**src/hw/rtl/tkc_pkg.sv**
```systemverilog
`timescale 1ns / 1ps
// ----------------------------------------------------------------------------
// tkc_pkg
// Shared widths, constants, stage payload types and the tanh table for the
// tanh-knee soft clipper.
// ----------------------------------------------------------------------------
package tkc_pkg;

  localparam int SAMPLE_WIDTH = 16;
  localparam int TABLE_DEPTH  = 128;

  // stream word widths, fields padded to whole bytes
  localparam int IN_TDATA_W  = ((SAMPLE_WIDTH + 7) / 8) * 8;
  localparam int OUT_W       = 15;
  localparam int OUT_TDATA_W = ((OUT_W + 7) / 8) * 8;

  // magnitude of the most negative sample needs one extra bit
  localparam int MAG_W  = SAMPLE_WIDTH + 1;
  // 3 * excess over the knee, never narrower than 17 so the saturation test exists
  localparam int T_W    = (MAG_W + 2 > 17) ? MAG_W + 2 : 17;
  localparam int FRAC_W = 16;
  localparam int IDX_W  = $clog2(TABLE_DEPTH);
  localparam int POS_W  = FRAC_W + IDX_W;
  localparam int ROM_N  = 2 ** IDX_W;
  localparam int ROM_W  = 14;
  localparam int KNEE_W = 13;
  // shoulder times interpolated tanh, plus rounding
  localparam int PROD_W = 26;

  localparam int KNEE_Q13     = 5461;
  localparam int SHOULDER_Q13 = 2731;
  localparam int ONE_Q13      = 8192;
  localparam int ROUND_FRAC   = 32768;
  localparam int ROUND_Q13    = 4096;
  localparam logic [63:0] ONE_Q30 = 64'd1 << 30;

  typedef logic [ROM_N-1:0][ROM_W-1:0] tkc_rom_t;

  // payload leaving the front end: table position plus what the output needs
  typedef struct packed {
    logic              neg;
    logic              above;
    logic              sat;
    logic [KNEE_W-1:0] mag_lo;
    logic [IDX_W-1:0]  idx;
    logic [FRAC_W-1:0] frac;
  } tkc_dist_t;

  // payload leaving the interpolator
  typedef struct packed {
    logic              neg;
    logic              above;
    logic [KNEE_W-1:0] mag_lo;
    logic [ROM_W-1:0]  interp;
  } tkc_tanh_t;

  // floor(n / d) found bit by bit with compares, for table building only
  function automatic logic [63:0] quot_search(logic [63:0] n, logic [63:0] d);
    logic [63:0]  q;
    logic [63:0]  cand;
    logic [127:0] prod;
    q = '0;
    for (int b = 63; b >= 0; b--) begin
      cand = q | (64'd1 << b);
      prod = {64'd0, cand} * {64'd0, d};
      if (prod <= {64'd0, n}) q = cand;
    end
    return q;
  endfunction

  // tanh(8*i/TABLE_DEPTH) in Q.13; entries past the table hold 1.0
  function automatic tkc_rom_t build_tanh_rom();
    tkc_rom_t    rom;
    logic [63:0] term;
    logic [63:0] sum;
    logic [63:0] base;
    logic [63:0] e;
    logic [63:0] num;
    logic [63:0] den;
    logic [63:0] q;
    term = 64'd1 << 40;
    sum  = term;
    // e^(-16/TABLE_DEPTH) by Taylor series in Q40
    for (int k = 1; k <= 30; k++) begin
      term = quot_search(term * 64'd16, 64'(TABLE_DEPTH) * 64'(k));
      if (k[0]) sum = sum - term;
      else sum = sum + term;
    end
    base = (sum + (64'd1 << 9)) >> 10;
    e    = ONE_Q30;
    for (int i = 0; i < ROM_N; i++) begin
      if (i < TABLE_DEPTH) begin
        num    = ONE_Q30 - e;
        den    = ONE_Q30 + e;
        q      = quot_search(num * 64'd16384 + den, den << 1);
        rom[i] = q[ROM_W-1:0];
        e      = (e * base + (64'd1 << 29)) >> 30;
      end else begin
        rom[i] = ROM_W'(ONE_Q13);
      end
    end
    return rom;
  endfunction

  localparam tkc_rom_t TANH_ROM = build_tanh_rom();

endpackage

```
**src/hw/rtl/tanh_knee_soft_clipper.sv**
```systemverilog
`timescale 1ns / 1ps
// ----------------------------------------------------------------------------
// tanh_knee_soft_clipper
// Soft clipper for Q2.13 audio: linear up to the knee, tanh shoulder above.
// ----------------------------------------------------------------------------
//  channel | dir | handshake               | word
//  --------+-----+-------------------------+------------------------------
//  s_axis  | in  | s_axis_tvalid / tready  | sample_in, signed Q2.13
//  m_axis  | out | m_axis_tvalid / tready  | sample_out, signed Q1.13
//
//  One sample per cycle while m_axis_tready stays high; each sample passes
//  through the pipeline (magnitude, distance, table position, lookup,
//  interpolation, output scaling), one register stage each.
//  Reset (rst, synchronous) clears the stage valid bits only; the tanh table
//  is constant logic and needs no fill.
//  A stall on m_axis_tready holds the output word; earlier stages keep
//  filling until each holds a word, so bubbles collapse and nothing is lost.
// ----------------------------------------------------------------------------
module tanh_knee_soft_clipper import tkc_pkg::*; (
  input  logic                   clk,
  input  logic                   rst,
  input  logic                   s_axis_tvalid,
  output logic                   s_axis_tready,
  input  logic [IN_TDATA_W-1:0]  s_axis_tdata,   // [SAMPLE_WIDTH-1:0] sample_in
  output logic                   m_axis_tvalid,
  input  logic                   m_axis_tready,
  output logic [OUT_TDATA_W-1:0] m_axis_tdata    // [14:0] sample_out, [15] zero
);

  // front end to interpolator
  logic      dist_valid, dist_ready;
  tkc_dist_t dist_data;
  // interpolator to output stage
  logic      tanh_valid, tanh_ready;
  tkc_tanh_t tanh_data;

  logic [OUT_W-1:0] sample_out;

  // magnitude, excess over the knee, table index and fraction
  tkc_front u_front (
    .clk       (clk),
    .rst       (rst),
    .in_valid  (s_axis_tvalid),
    .in_ready  (s_axis_tready),
    .sample    (s_axis_tdata[SAMPLE_WIDTH-1:0]),
    .out_valid (dist_valid),
    .out_ready (dist_ready),
    .out_data  (dist_data)
  );

  // tanh table read and linear interpolation, saturating past the table
  tkc_interp u_interp (
    .clk       (clk),
    .rst       (rst),
    .in_valid  (dist_valid),
    .in_ready  (dist_ready),
    .in_data   (dist_data),
    .out_valid (tanh_valid),
    .out_ready (tanh_ready),
    .out_data  (tanh_data)
  );

  // shoulder scaling, knee offset, sign; also the output register
  tkc_shape u_shape (
    .clk        (clk),
    .rst        (rst),
    .in_valid   (tanh_valid),
    .in_ready   (tanh_ready),
    .in_data    (tanh_data),
    .out_valid  (m_axis_tvalid),
    .out_ready  (m_axis_tready),
    .sample_out (sample_out)
  );

  // pad the field to a whole byte
  assign m_axis_tdata = {(OUT_TDATA_W - OUT_W)'(0), sample_out};

endmodule

```
**src/hw/rtl/tkc_front.sv**
```systemverilog
`timescale 1ns / 1ps
// ----------------------------------------------------------------------------
// tkc_front
// Three stages: magnitude and sign, distance past the knee, table position.
// ----------------------------------------------------------------------------
module tkc_front import tkc_pkg::*; (
  input  logic                    clk,
  input  logic                    rst,
  input  logic                    in_valid,
  output logic                    in_ready,
  input  logic [SAMPLE_WIDTH-1:0] sample,
  output logic                    out_valid,
  input  logic                    out_ready,
  output tkc_dist_t               out_data
);

  logic             a_valid, b_valid, c_valid;
  logic             a_en, b_en, c_en;
  logic             a_neg;
  logic [MAG_W-1:0] a_mag;
  logic             b_neg, b_above;
  logic [KNEE_W-1:0] b_mag_lo;
  logic [T_W-1:0]   b_t;
  tkc_dist_t        c_data;

  logic [MAG_W-1:0] sx;
  logic [MAG_W-1:0] a_mag_next;
  logic [T_W-1:0]   excess;
  logic [T_W-1:0]   b_t_next;
  logic [POS_W-1:0] pos;

  assign c_en     = !c_valid || out_ready;
  assign b_en     = !b_valid || c_en;
  assign a_en     = !a_valid || b_en;
  assign in_ready = a_en;

  assign sx         = {sample[SAMPLE_WIDTH-1], sample};
  assign a_mag_next = sample[SAMPLE_WIDTH-1] ? (MAG_W'(0) - sx) : sx;

  assign excess   = T_W'(a_mag) - T_W'(KNEE_Q13);
  assign b_t_next = excess + (excess << 1);

  assign pos = POS_W'(b_t[FRAC_W-1:0]) * POS_W'(TABLE_DEPTH);

  always_ff @(posedge clk) begin
    if (rst) begin
      a_valid <= 1'b0;
      b_valid <= 1'b0;
      c_valid <= 1'b0;
    end else begin
      if (a_en) a_valid <= in_valid;
      if (b_en) b_valid <= a_valid;
      if (c_en) c_valid <= b_valid;
    end
  end

  always_ff @(posedge clk) begin
    if (a_en) begin
      a_neg <= sample[SAMPLE_WIDTH-1];
      a_mag <= a_mag_next;
    end
    if (b_en) begin
      b_neg    <= a_neg;
      b_above  <= a_mag > MAG_W'(KNEE_Q13);
      b_mag_lo <= a_mag[KNEE_W-1:0];
      b_t      <= b_t_next;
    end
    if (c_en) begin
      c_data.neg    <= b_neg;
      c_data.above  <= b_above;
      c_data.sat    <= |b_t[T_W-1:FRAC_W];
      c_data.mag_lo <= b_mag_lo;
      c_data.idx    <= pos[FRAC_W +: IDX_W];
      c_data.frac   <= pos[FRAC_W-1:0];
    end
  end

  assign out_valid = c_valid;
  assign out_data  = c_data;

endmodule

```
**src/hw/rtl/tkc_interp.sv**
```systemverilog
`timescale 1ns / 1ps
// ----------------------------------------------------------------------------
// tkc_interp
// Two stages: table lookup of both segment ends, then linear interpolation.
// ----------------------------------------------------------------------------
module tkc_interp import tkc_pkg::*; (
  input  logic      clk,
  input  logic      rst,
  input  logic      in_valid,
  output logic      in_ready,
  input  tkc_dist_t in_data,
  output logic      out_valid,
  input  logic      out_ready,
  output tkc_tanh_t out_data
);

  logic              d_valid, e_valid;
  logic              d_en, e_en;
  logic              d_neg, d_above, d_sat;
  logic [KNEE_W-1:0] d_mag_lo;
  logic [ROM_W-1:0]  d_y0, d_diff;
  logic [FRAC_W-1:0] d_frac;
  tkc_tanh_t         e_data;

  logic [IDX_W-1:0]  idx_up;
  logic [ROM_W-1:0]  y0, y1;
  logic [ROM_W+FRAC_W:0] prod;
  logic [ROM_W-1:0]  step;

  assign e_en     = !e_valid || out_ready;
  assign d_en     = !d_valid || e_en;
  assign in_ready = d_en;

  // the point after the last entry is 1.0
  assign idx_up = in_data.idx + IDX_W'(1);
  assign y0     = TANH_ROM[in_data.idx];
  assign y1     = (in_data.idx == IDX_W'(TABLE_DEPTH - 1)) ? ROM_W'(ONE_Q13)
                                                            : TANH_ROM[idx_up];

  assign prod = (ROM_W+FRAC_W+1)'(d_diff) * (ROM_W+FRAC_W+1)'(d_frac)
              + (ROM_W+FRAC_W+1)'(ROUND_FRAC);
  assign step = prod[FRAC_W +: ROM_W];

  always_ff @(posedge clk) begin
    if (rst) begin
      d_valid <= 1'b0;
      e_valid <= 1'b0;
    end else begin
      if (d_en) d_valid <= in_valid;
      if (e_en) e_valid <= d_valid;
    end
  end

  always_ff @(posedge clk) begin
    if (d_en) begin
      d_neg    <= in_data.neg;
      d_above  <= in_data.above;
      d_sat    <= in_data.sat;
      d_mag_lo <= in_data.mag_lo;
      d_frac   <= in_data.frac;
      d_y0     <= y0;
      d_diff   <= y1 - y0;
    end
    if (e_en) begin
      e_data.neg    <= d_neg;
      e_data.above  <= d_above;
      e_data.mag_lo <= d_mag_lo;
      e_data.interp <= d_sat ? ROM_W'(ONE_Q13) : d_y0 + step;
    end
  end

  assign out_valid = e_valid;
  assign out_data  = e_data;

endmodule

```
**src/hw/rtl/tkc_shape.sv**
```systemverilog
`timescale 1ns / 1ps
// ----------------------------------------------------------------------------
// tkc_shape
// Output stage: scale by the shoulder, add the knee, restore the sign.
// ----------------------------------------------------------------------------
module tkc_shape import tkc_pkg::*; (
  input  logic             clk,
  input  logic             rst,
  input  logic             in_valid,
  output logic             in_ready,
  input  tkc_tanh_t        in_data,
  output logic             out_valid,
  input  logic             out_ready,
  output logic [OUT_W-1:0] sample_out
);

  logic              f_en;
  logic [PROD_W-1:0] scaled;
  logic [ROM_W-1:0]  mag_knee;
  logic [ROM_W-1:0]  mag_sel;
  logic [OUT_W-1:0]  signed_next;

  assign f_en     = !out_valid || out_ready;
  assign in_ready = f_en;

  assign scaled   = PROD_W'(SHOULDER_Q13) * PROD_W'(in_data.interp) + PROD_W'(ROUND_Q13);
  assign mag_knee = ROM_W'(KNEE_Q13) + ROM_W'(scaled[PROD_W-1:13]);
  assign mag_sel  = in_data.above ? mag_knee : ROM_W'(in_data.mag_lo);
  assign signed_next = in_data.neg ? (OUT_W'(0) - OUT_W'(mag_sel)) : OUT_W'(mag_sel);

  always_ff @(posedge clk) begin
    if (rst) begin
      out_valid <= 1'b0;
    end else if (f_en) begin
      out_valid <= in_valid;
    end
  end

  always_ff @(posedge clk) begin
    if (f_en) sample_out <= signed_next;
  end

endmodule

```
**config.mk**
```make
export PLATFORM = sky130hd
export DESIGN_NAME = tanh_knee_soft_clipper
export DESIGN_NICKNAME = d
export VERILOG_FILES = /design/src/hw/rtl/tkc_pkg.sv /design/src/hw/rtl/tanh_knee_soft_clipper.sv /design/src/hw/rtl/tkc_front.sv /design/src/hw/rtl/tkc_interp.sv /design/src/hw/rtl/tkc_shape.sv
export SDC_FILE = /design/constraint.sdc
export NUM_CORES = 1
export LEC_CHECK = 0
export ABC_AREA = 1
export BUFFER_PORTS_ARGS = -buffer_cell sky130_fd_sc_hd__buf_4
export CAP_MARGIN = 10
export CORE_ASPECT_RATIO = 0.9
export CORE_MARGIN = 2
export CORE_UTILIZATION = 60
export DETAILED_ROUTE_END_ITERATION = 16
export HOLD_SLACK_MARGIN = 0.06
export PLACE_DENSITY = 0.77
export RECOVER_POWER = 100
export SYNTH_ARGS = -nofsm -noshare
export SYNTH_HDL_FRONTEND = slang
export SYNTH_HIERARCHICAL = 1
export SYNTH_SLANG_ARGS = --single-unit
```
**constraint.sdc**
```tcl
create_clock -name clk -period 10.4 [get_ports clk]
set_clock_uncertainty 0.1 [all_clocks]
set_input_delay 1.04 -clock clk [delete_from_list [all_inputs] [get_ports clk]]
set_output_delay 1.04 -clock clk [all_outputs]
set_load 0.01 [all_outputs]
```
[Word level (Yosys, flattened, before mapping)]
Memory sizes are Yosys's and may differ from the RTL's. A register that Yosys moved wholly into a read port is not among the register bits.
Index checks and enable logic that the tools add are counted.
Storage, ports and cells
  bits in registers: 187
  memory bits (read-only): 3584
  input bits: 20
  output and inout bits: 18
  memories: 2
Memory list
  (no name shown): depth 128, width 14, rd ports 1, clocked after Yosys merged registers in 0, write ports 0, RTL line tkc_interp.sv:38  | : TANH_ROM[idx_up];
  (no name shown): depth 128, width 14, rd ports 1, clocked after Yosys merged registers in 1, write ports 0, RTL line tkc_interp.sv:36  | assign y0 = TANH_ROM[in_data.idx];
Cells by class
  add/subtract/negate cells: 10
  $mul: 2
  order comparisons: 3
  equal/unequal tests: 1
  muxes and demuxes: 7
  reduce and logical (&&, ||, !) cells: 13
Operators with widths (count)
  $mux W14: 5
  $add A30 B16 Y30 const B: 1
  $add A26 B13 Y26 const B: 1
  $mul A12 B14 Y26 const A: 1
  $mul A14 B9 Y23: 1
  $add A19 B19 Y19: 1
  $sub A17 B13 Y18 const B: 1
  $gt A17 B13 Y1 const B: 1
  $sub A1 B16 Y17 const A: 1
  $lt A7 B8 Y1 const B: 2
  $mux W15: 1
  $sub A1 B14 Y15 const A: 1
  $add A13 B13 Y14 const A: 1
  $add A14 B14 Y14: 1
  $sub A14 B14 Y14: 1
  $add A7 B1 Y7 const B: 1
  $eq A7 B7 Y1 const B: 1
  $mux W7: 1
  $logic_not A1 Y1: 6
  $logic_or A1 B1 Y1: 6
  $reduce_or A3 Y1: 1

[Depth between registers and ports, before layout]
Gate-level depths: netlist (run 1).
  depth after elaboration: 7
  gate-level depth with buffers: 40
  mapped depth without buffers: 38

[Hierarchy]
Netlist (run 1), hierarchy kept.
Modules (own cells, without submodules)
  tkc_interp: times used 1, cells each 1914, area each 14278.7 um2
  tkc_shape: times used 1, cells each 710, area each 5265.0 um2
  tkc_front: times used 1, cells each 446, area each 4618.2 um2
  tanh_knee_soft_clipper: times used 1, cells each 2, area each 11.3 um2

[Least setup slack after synthesis (run 1)]
Ideal clock, no wire load.
  path type: register to register
  start: reg u_interp.d_diff[4]
  end: reg u_interp.e_data (netlist bit u_interp/out_data[10]), data pin
  data arrival time: 6534 ps
  required time: 10034 ps
  setup slack: 3500 ps
  stages on the path, launching flop included: 32
  path buffers: 2
  clock period less this slack: 6900 ps
  path through: edfxtp_1 -> clkbuf_1 -> clkbuf_1 -> nand2_1 -> inv_1 -> fa_1 -> inv_1 -> fa_1 -> inv_1 -> fa_1 -> inv_1 -> fa_1 -> inv_1 -> fa_1 -> inv_1 -> fa_1 -> inv_1 -> ha_1 -> a21o_1 -> a21oi_1 -> o21ai_0 -> a21oi_1 -> xnor2_1 -> ha_1 -> inv_1 -> fa_1 -> o21ai_0 -> nand3_1 -> nand3_1 -> nand3_1 -> nand3_1 -> a21oi_1
On the way
  cells in the longest elaborated chain, start to end: 3
Ends and longest elaborated chain
  start, declared: RTL line tkc_interp.sv:21  | logic [ROM_W-1:0] d_y0, d_diff;
  start signal, assigned: RTL line tkc_interp.sv:62  | d_diff <= y1 - y0;
  $mul A14 B9 Y23: RTL line tkc_interp.sv:40  | assign prod = (ROM_W+FRAC_W+1)'(d_diff) * (ROM_W+FRAC_W+1)'(d_frac)
  $add A30 B16 Y30: RTL line tkc_interp.sv:41  | + (ROM_W+FRAC_W+1)'(ROUND_FRAC);
  $add A14 B14 Y14: RTL line tkc_interp.sv:68  | e_data.interp <= d_sat ? ROM_W'(ONE_Q13) : d_y0 + step;
  end, declared: RTL line tkc_interp.sv:23  | tkc_tanh_t e_data;
Every way passes these cells.
A chain may end at the register's enable or synchronous reset.

[Worst setup path in the final report (run 1)]
  start: in m_axis_tready
  end: out s_axis_tready
On the way
  cells in the longest elaborated chain, start to end: 6
Ends and longest elaborated chain
  start, declared: RTL line tanh_knee_soft_clipper.sv:26  | input logic m_axis_tready,
  $logic_or A1 B1 Y1: RTL line tkc_shape.sv:23  | assign f_en = !out_valid || out_ready;
  net tanh_ready: RTL line tanh_knee_soft_clipper.sv:34  | logic tanh_valid, tanh_ready;
  $logic_or A1 B1 Y1: RTL line tkc_interp.sv:30  | assign e_en = !e_valid || out_ready;
  $logic_or A1 B1 Y1: RTL line tkc_interp.sv:31  | assign d_en = !d_valid || e_en;
  net dist_ready: RTL line tanh_knee_soft_clipper.sv:31  | logic dist_valid, dist_ready;
  $logic_or A1 B1 Y1: RTL line tkc_front.sv:32  | assign c_en = !c_valid || out_ready;
  net u_front.c_en: RTL line tkc_front.sv:18  | logic a_en, b_en, c_en;
  $logic_or A1 B1 Y1: RTL line tkc_front.sv:33  | assign b_en = !b_valid || c_en;
  $logic_or A1 B1 Y1: RTL line tkc_front.sv:34  | assign a_en = !a_valid || b_en;
  end, declared: RTL line tanh_knee_soft_clipper.sv:23  | output logic s_axis_tready,
The timed path passes the listed nets, and every way through them passes these cells.

==> results.md, run 1 <==
* Reg2reg start: u_interp/d_diff[4]
* Mapped Avg Cell Area at just under 8 um^2
* Critical Path Fanout Max at between 60 and 70
* Mapped Cells at around 3100
* DRT iter0 DRCs at between 1500 and 2000
* Vias in the first global route at approximately 19000
* Worst-skew pair later-pin latency at between 0.4 and 0.5 ns
* Yosys warns at 6
* Num CTS Buffers at 17
* Total GRT Usage at between 20 and 30%
* Die ar. at approximately 42000 um^2
* Mux share of post-synthesis cell area at less than 1%
* Slew @ Worst Pin at about 3.5 ns
* R2r setup slk at between 2 and 3 ns
* Leading cell types in the layout, fill and taps excluded: nand2_1, inv_1, ha_1
* Root buf cell: clkbuf_16
* Failing checks: max-capacitance violations, max-slew violations
* Adder-Cell Fraction of Synth Area at between 30% and 40%
* Final hold vios at 0
* Data required, critical path at about 9 ns
* Area growth syn-to-layout at 4.70%
* Largest net degree at the start of global routing at 63
* Final setup fails at 0
* Crit path kind: in -> out
* CTS Buffer Depth at 2
* Pre-antenna DRT Iters at 6
* ANT nets after route at 0
* Complex-gate fraction of the synthesized area at just over 7%
* Crit path time final at just under 8 ns
* CP endpoint kind: output port
* Cell Area, Synth at between 20000 and 25000 um^2
* Area of the core at a little under 40000 um^2
* Reg2reg end: u_interp/out_data[10]
* Sequential area share after synthesis at about a quarter
* First-pass GRT wire length at approximately 97 mm
* Die Ht at roughly 200 um
* Commonest non-fill, non-tap cell in the layout: nand2_1
* Share of flip-flops with an asynchronous set or reset at 0%
* Crit share post-route at 75.9%
* DR DRC count at 0
* Total Negative Setup Slacks at 0 ns
* H-tree levels at 4
* # fillers at between 3000 and 4000
* Slew margin rel. at -132%
* GR Overflow Total at 0
* I/O pin count at 38
* Initial Utilization at 61.0%
* Synth area leaders: edfxtp_1, fa_1, ha_1
* RSZ-0062 raised after global routing: no
* Drt via density at between 5 and 6
* Layout Nets at approximately 3600
* Simple-gate share of the synthesized area at between 20% and 30%
* Antenna violations before repair at 1
* Main combinational cell family by area after synthesis: adder cells
* EDFF count, synth at roughly 190
* CTS sink count at 194
* Maxcap violations at 3
* Library cells used by synthesis at 60
* Dominant synthesized flop cell: edfxtp_1
* Cts repair resizes at 0
* Crit path from: m_axis_tready
* Vias at 19675
* WL/cell at about 16 um
* Post-synthesis xor/xnor area fraction at 2.65%
* Routed WL at approximately 60 mm
* Worst EP arrival at slightly below 7 ns
* Row cnt at 69
* Post-synth top area cell: edfxtp_1
* Share of the synthesized area in the top cell type at 23.4%
* Postcts setup bufs at 0
* Worst hold path type: reg -> reg
* Hold buffer count at CTS at 0
* Critical path startpoint category: input pin
* Status: finished with violations
* Slew Viols, Final at roughly 130
* Die X at 216 um
* GP Congestion at ~1.0
* Worst Reg2Reg Path Length in Cells at 29
* Peak Freq at roughly 130 MHz
* Port Buffers at 36
* Number of synthesized register bits at roughly 190
* Final HPWL DP at about 48 mm
* CTS tree: built
* Layout cells sized above 1 at about 6.4%
* End of the critical path: s_axis_tready
* Clock transition at the registers of the reported paths at 0.08 ns
## layer usage
metal	share of wire, %	vias up	GRT usage, %
li1	-	9483	-
met1	43	9336	38.4
met2	47	737	47.6
met3	7.0	119	5.73
met4	2.9	0	8.99
met5	0	-	0
## critical path: stages
cell      delay, ns
clkbuf_4       0.10
inv_1          0.03
nand2_1        0.49
inv_1          0.18
nand3_2        0.09
clkbuf_1       2.43
inv_1          0.11
nand2_1        0.15
clkbuf_1       1.36
nor2_1         0.14
nand2_1        0.14
buf_4          0.28
clkbuf_1       0.19
## registers in the layout, indices dropped and copies added (netlist names), 13 cells and up
signal	flops
u_shape/sample_out	15
u_interp/d_frac	16
u_interp/d_diff	14
u_interp/d_mag_lo	13
u_front/b_mag_lo	13
u_front/out_data	32
u_front/a_mag	17
u_interp/d_y0	14
u_interp/out_data	29
u_front/b_t	19
## cell type report
class	count	area, um^2	share of cell area, %
tap	532	666	2.63
multi-input combinational	2095	15400	60.7
sequential	194	5770	22.8
clock buffer	17	425	1.68
timing repair buffer	43	233	0.920
antenna	1	2.50	0.00989
clock inverter	15	214	0.845
inverter	705	2650	10.5
## worst min path at each step
stage                    start              endpoint  slack [ns]  cells past startpoint
3_5_place_dp   u_front/b_t[15]  u_front/out_data[22]        0.30                      0
4_1_cts         u_front/b_t[5]  u_front/out_data[12]        0.31                      0
5_1_grt         u_front/b_t[5]  u_front/out_data[12]        0.32                      0
6_report        u_front/b_t[5]  u_front/out_data[12]        0.32                      0
3_3_place_gp    u_front/b_t[1]   u_front/out_data[8]        0.30                      0
2_1_floorplan    u_front/a_neg         u_front/b_neg        0.30                      0
## metrics by stage
stage	cell area [um^2]	instances	util, %	setup slack (ns)	hold slack, ns
detailed placement	24800	3569	62.6	2.96	0.305
global route	25300	3601	63.9	1.78	0.319
floorplan	24200	3079	-	3.50	0.300
global placement	24800	3569	62.6	3.08	0.301
finish	25300	3602	63.9	2.50	0.317
CTS	25400	3601	64.2	2.95	0.313
## synthesized netlist by cell type, types with 4 or more instances
cell and number:
o21ai_0 91, nand3b_1 4, edfxtp_1 188, a21oi_1 128, a31oi_1 9, nor3_1 30
buf_4 14, dfxtp_1 6, nand3_1 151, or2_2 10, clkbuf_1 58, inv_2 27
o211ai_1 12, nand2_2 55, a21o_1 10, nand4_1 20, nand3_2 16, o21a_1 4
xnor2_1 24, o21bai_1 8, nor2_1 158, nor2_2 13, inv_1 677, a21oi_2 5
xor2_1 41, fa_1 217, nand2_1 753, buf_2 9, o22ai_1 4, o31ai_1 5
ha_1 258, nand2_4 12, nor2_4 6, o21ai_1 8
## kinds of logic (layout without fill, tap and decap cells)
group,count (synthesis),after routing
and+or+nand+nor,1241,1241
buffers and inverters,790,780
adders and majority gates,475,475
AOI/OAI and AO/OA,301,301
DFF,194,194
xor gates and xnor gates,68,68
other,2,10
muxes,1,1
Power of run 1 is left out: the tool's default activity adds up to more than one toggle a clock period on the data nets, which glitch-free logic cannot reach.
==> run 2, diff against run 1 <==
--- a/config.mk
+++ b/config.mk
@@ -5,7 +5,7 @@
 export SDC_FILE = /design/constraint.sdc
 export NUM_CORES = 1
 export LEC_CHECK = 0
-export ABC_AREA = 1
+export ABC_AREA = 0
 export BUFFER_PORTS_ARGS = -buffer_cell sky130_fd_sc_hd__buf_4
 export CAP_MARGIN = 10
 export CORE_ASPECT_RATIO = 0.9
==> constraint.sdc (replaced) <==
create_clock -name clk -period 8 [get_ports clk]
set_clock_uncertainty 0.1 [all_clocks]
set_input_delay 0.8 -clock clk [delete_from_list [all_inputs] [get_ports clk]]
set_output_delay 0.8 -clock clk [all_outputs]
set_load 0.01 [all_outputs]
==> run 2 against run 1 <==
Effect of this change:
- cell count down 20%
- flip-flop and latch count is the same
- via count fell by 14%
- design area fell by 4.7%
- wire length decreased by 13%
- highest routed layer unchanged
- the flow still finishes with violations (max-capacitance violations, max-slew violations)
- hold slack better by 0.0029 ns
==> results.md, run 2 <==
* Crit path largest cell delay at 0.55 ns (-1.88 ns)
* Die X at 208 um (-3.6%)
* Critical-path top delay cell: fa_1
* I/O pin count at 38 (unchanged)
* Slew @ Worst Pin at 3.30 ns (-0.181 ns)
* Status: finished with violations
* Final hold vios at 0 (unchanged)
* Final HPWL DP at 39.6 mm (-17%)
* Area growth syn-to-layout at 7.40%
* Top cells by count, synth: inv_1, ha_1, fa_1, nand2_1, edfxtp_1
* Leading cell types in the layout, fill and taps excluded: inv_1, ha_1, fa_1
* Num CTS Buffers at 17 (unchanged)
* Hold buffer count at CTS at 0 (unchanged)
* CTS tree: built
* Port Buffers at 36 (unchanged)
* First-pass GRT wire length at 84.6 mm (-13%)
* Slew margin rel. at -120% (+12 points)
* Clock transition at the registers of the reported paths at 0.09 ns (about the same)
* Commonest non-fill, non-tap cell in the layout: inv_1
* Placed Area at 23300 um^2 (-5.9%)
* Die Ht at 188 um (-3.6%)
* Mapped Avg Cell Area at 9.59 um^2 (+22%)
* Data required, critical path at 8.10 ns (-1.16 ns)
* Grt met2 use at 42.1% (-5.6 points)
* Die ar. at 39000 um^2 (-7.0%)
* Post-synth top area cell: edfxtp_1
* Critical Path Fanout Max at 6 (-90%)
* Worst hold path type: reg -> reg
* Cell Area, Synth at 22400 um^2 (-7.1%)
* Worst EP arrival at 7.99 ns (+1.23 ns)
* EDFF count, synth at 188 (unchanged)
* Library cells used by synthesis at 104 (+73%)
* ANT nets after route at 0 (unchanged)
* Slew Viols, Final at 165 (+25%)
* Antenna violations before repair at 0 (-1)
* Pre-antenna DRT Iters at 7 (+1)
* Initial Utilization at 60.6% (-0.42 points)
* Drt via density at 5.88 (+7.6%)
* Total GRT Usage at 26.5% (-2.3 points)
* Crit path kind: reg -> reg
* Dominant synthesized flop cell: edfxtp_1
* Peak Freq at between 100 and 150 MHz
* Share of flip-flops with an asynchronous set or reset at 0% (unchanged)
* Vias in the first global route at 17064 (-12%)
* Pre-CTS setup slack at 0.00164 ns (-2.96 ns)
* Layout Nets at 2873 (-19%)
* Largest net degree at the start of global routing at 62 (-1.6%)
* CTS sink count at 194 (unchanged)
* Design area at 24100 um^2 (-4.7%)
* GR Layer Usage met3 at 3.92% (-1.8 points)
* Area of the core at 37100 um^2 (-6.5%)
* Global route hottest layer: met2
* GP Congestion at 0.924 (-8.2%)
* ANT cells at 0 (-1)
* CP endpoint kind: flip-flop
* Failing checks: max-capacitance violations, max-slew violations
* Crit share post-route at a little over nine tenths
* Number of synthesized register bits at 194 (unchanged)
* Cell mode on critical path: fa_1
* Final setup fails at 0 (unchanged)
* # fillers at 2939 (-14%)
* Count leader, synth: inv_1
* Layout cells sized above 1 at 7.44% (+1.0 points)
* H-tree levels at 4 (unchanged)
* Critical path startpoint category: flip-flop
* CTS Buffer Depth at 2 (unchanged)
* Met1 GRT Util at 38.2% (-0.15 points)
* Crit path time final at between 7 and 8 ns
* Final WS setup at 0.112 ns (-2.39 ns)
* Mapped Cells at 2342 (-24%)
* Synth area leaders: edfxtp_1, fa_1, ha_1
* Share of the synthesized area in the top cell type at 25.1% (+1.8 points)
* Row cnt at 67 (-2.9%)
* Routed WL at 50.9 mm (-13%)
* GR Overflow Total at 0 (unchanged)
* WL/cell at 17.7 um (+8.9%)
* DR DRC count at 0 (unchanged)
* Sequential area share after synthesis at 25.7% (+1.8 points)
* Root buf cell: clkbuf_16
* Number of flip-flops in the largest register at 32 (unchanged)
* Vias at 16898 (-14%)
* Yosys warns at 6 (unchanged)
* DRT iter0 DRCs at 1363 (-14%)
* Worst-skew pair later-pin latency at 0.45 ns (-0.03 ns)
* Maxcap violations at 4 (+1)
run 2: cell types whose count changed in the layout (fill, tap and decap cells not counted), sizes merged, moves of 20 or more:
cell	before	now
a21o	10	30
inv	709	375
and2	2	129
a21oi	133	111
buf	18	82
xnor2	24	85
nor2	177	126
nand2	820	207
nand3	167	35
run 2: layout make-up:
cell class              count  area [um^2]  area share (%)
clock buffers              17          425            1.76
clock inverters            15          184           0.763
inverters                 370         1390            5.76
multi-input cells        1686        15000            62.2
flip-flops and latches    194         5770            23.9
well taps                 483          604            2.51
repair buffers            109          742            3.08
run 2: what timing repair did:
item	in CTS	in global routing
buffers inserted	6	12
pin swaps	1	20
gates cloned	0	1
endpoints found under the setup margin	1	5
gates resized for setup	4	25
run 2: metrics by stage:
| step | util (%) | cells | setup TNS [ns] | hold slack [ns] |
|---|---|---|---|---|
| after floorplan | - | 2349 | 0 | 0.300 |
| after global placement | 63.0 | 2823 | 0 | 0.301 |
| after detailed placement | 63.0 | 2823 | 0 | 0.305 |
| after CTS | 64.8 | 2861 | 0 | 0.320 |
| after global routing | 65.1 | 2874 | -0.331 | 0.326 |
| final | 65.1 | 2874 | 0 | 0.320 |
run 2: worst max-delay path: cells and delay by family, from the launching register on:
kind	cells	cell delay, ns
buffers and inverters	4	0.43
AO/OA/AOI/OAI	7	1.28
adder cells (fa/ha/maj)	8	3.64
XOR/XNOR	2	0.44
flip-flops	1	0.48
AND/OR/NAND/NOR	6	1.27
run 2: path summary, 6_finish.rpt:
kind,startpoint,endpoint,slack [ns],cells past startpoint
setup / recovery,u_interp/d_diff[4],u_interp/out_data[13],0.11,27
hold / removal,u_front/out_data[25],u_interp/d_mag_lo[2],0.32,0
setup reg to reg,u_interp/d_diff[4],u_interp/out_data[13],0.11,27
hold reg to reg,u_front/out_data[25],u_interp/d_mag_lo[2],0.32,0
run 2: per-layer routing:
metal | share of wire [%] | routed length, um | vias to the layer above
met4 | 1.9 | 979 | 0
met5 | 0 | 0 | -
met2 | 47 | 23700 | 614
met1 | 45 | 22800 | 8263
met3 | 6.5 | 3310 | 80
li1 | - | - | 7941
run 2: cells by family after synthesis:
| group | after synthesis | synth area share, % |
|---|---|---|
| AND/OR/NAND/NOR | 645 | 14.2 |
| adder cells (fa/ha/maj) | 475 | 33.7 |
| buffers and inverters | 469 | 8.10 |
| AO/OA/AOI/OAI | 427 | 12.7 |
| flip-flops | 194 | 25.7 |
| XOR/XNOR | 116 | 4.75 |
| multiplexers | 14 | 0.758 |
| other | 2 | 0.0335 |
Power of run 2 is left out for the same reason.
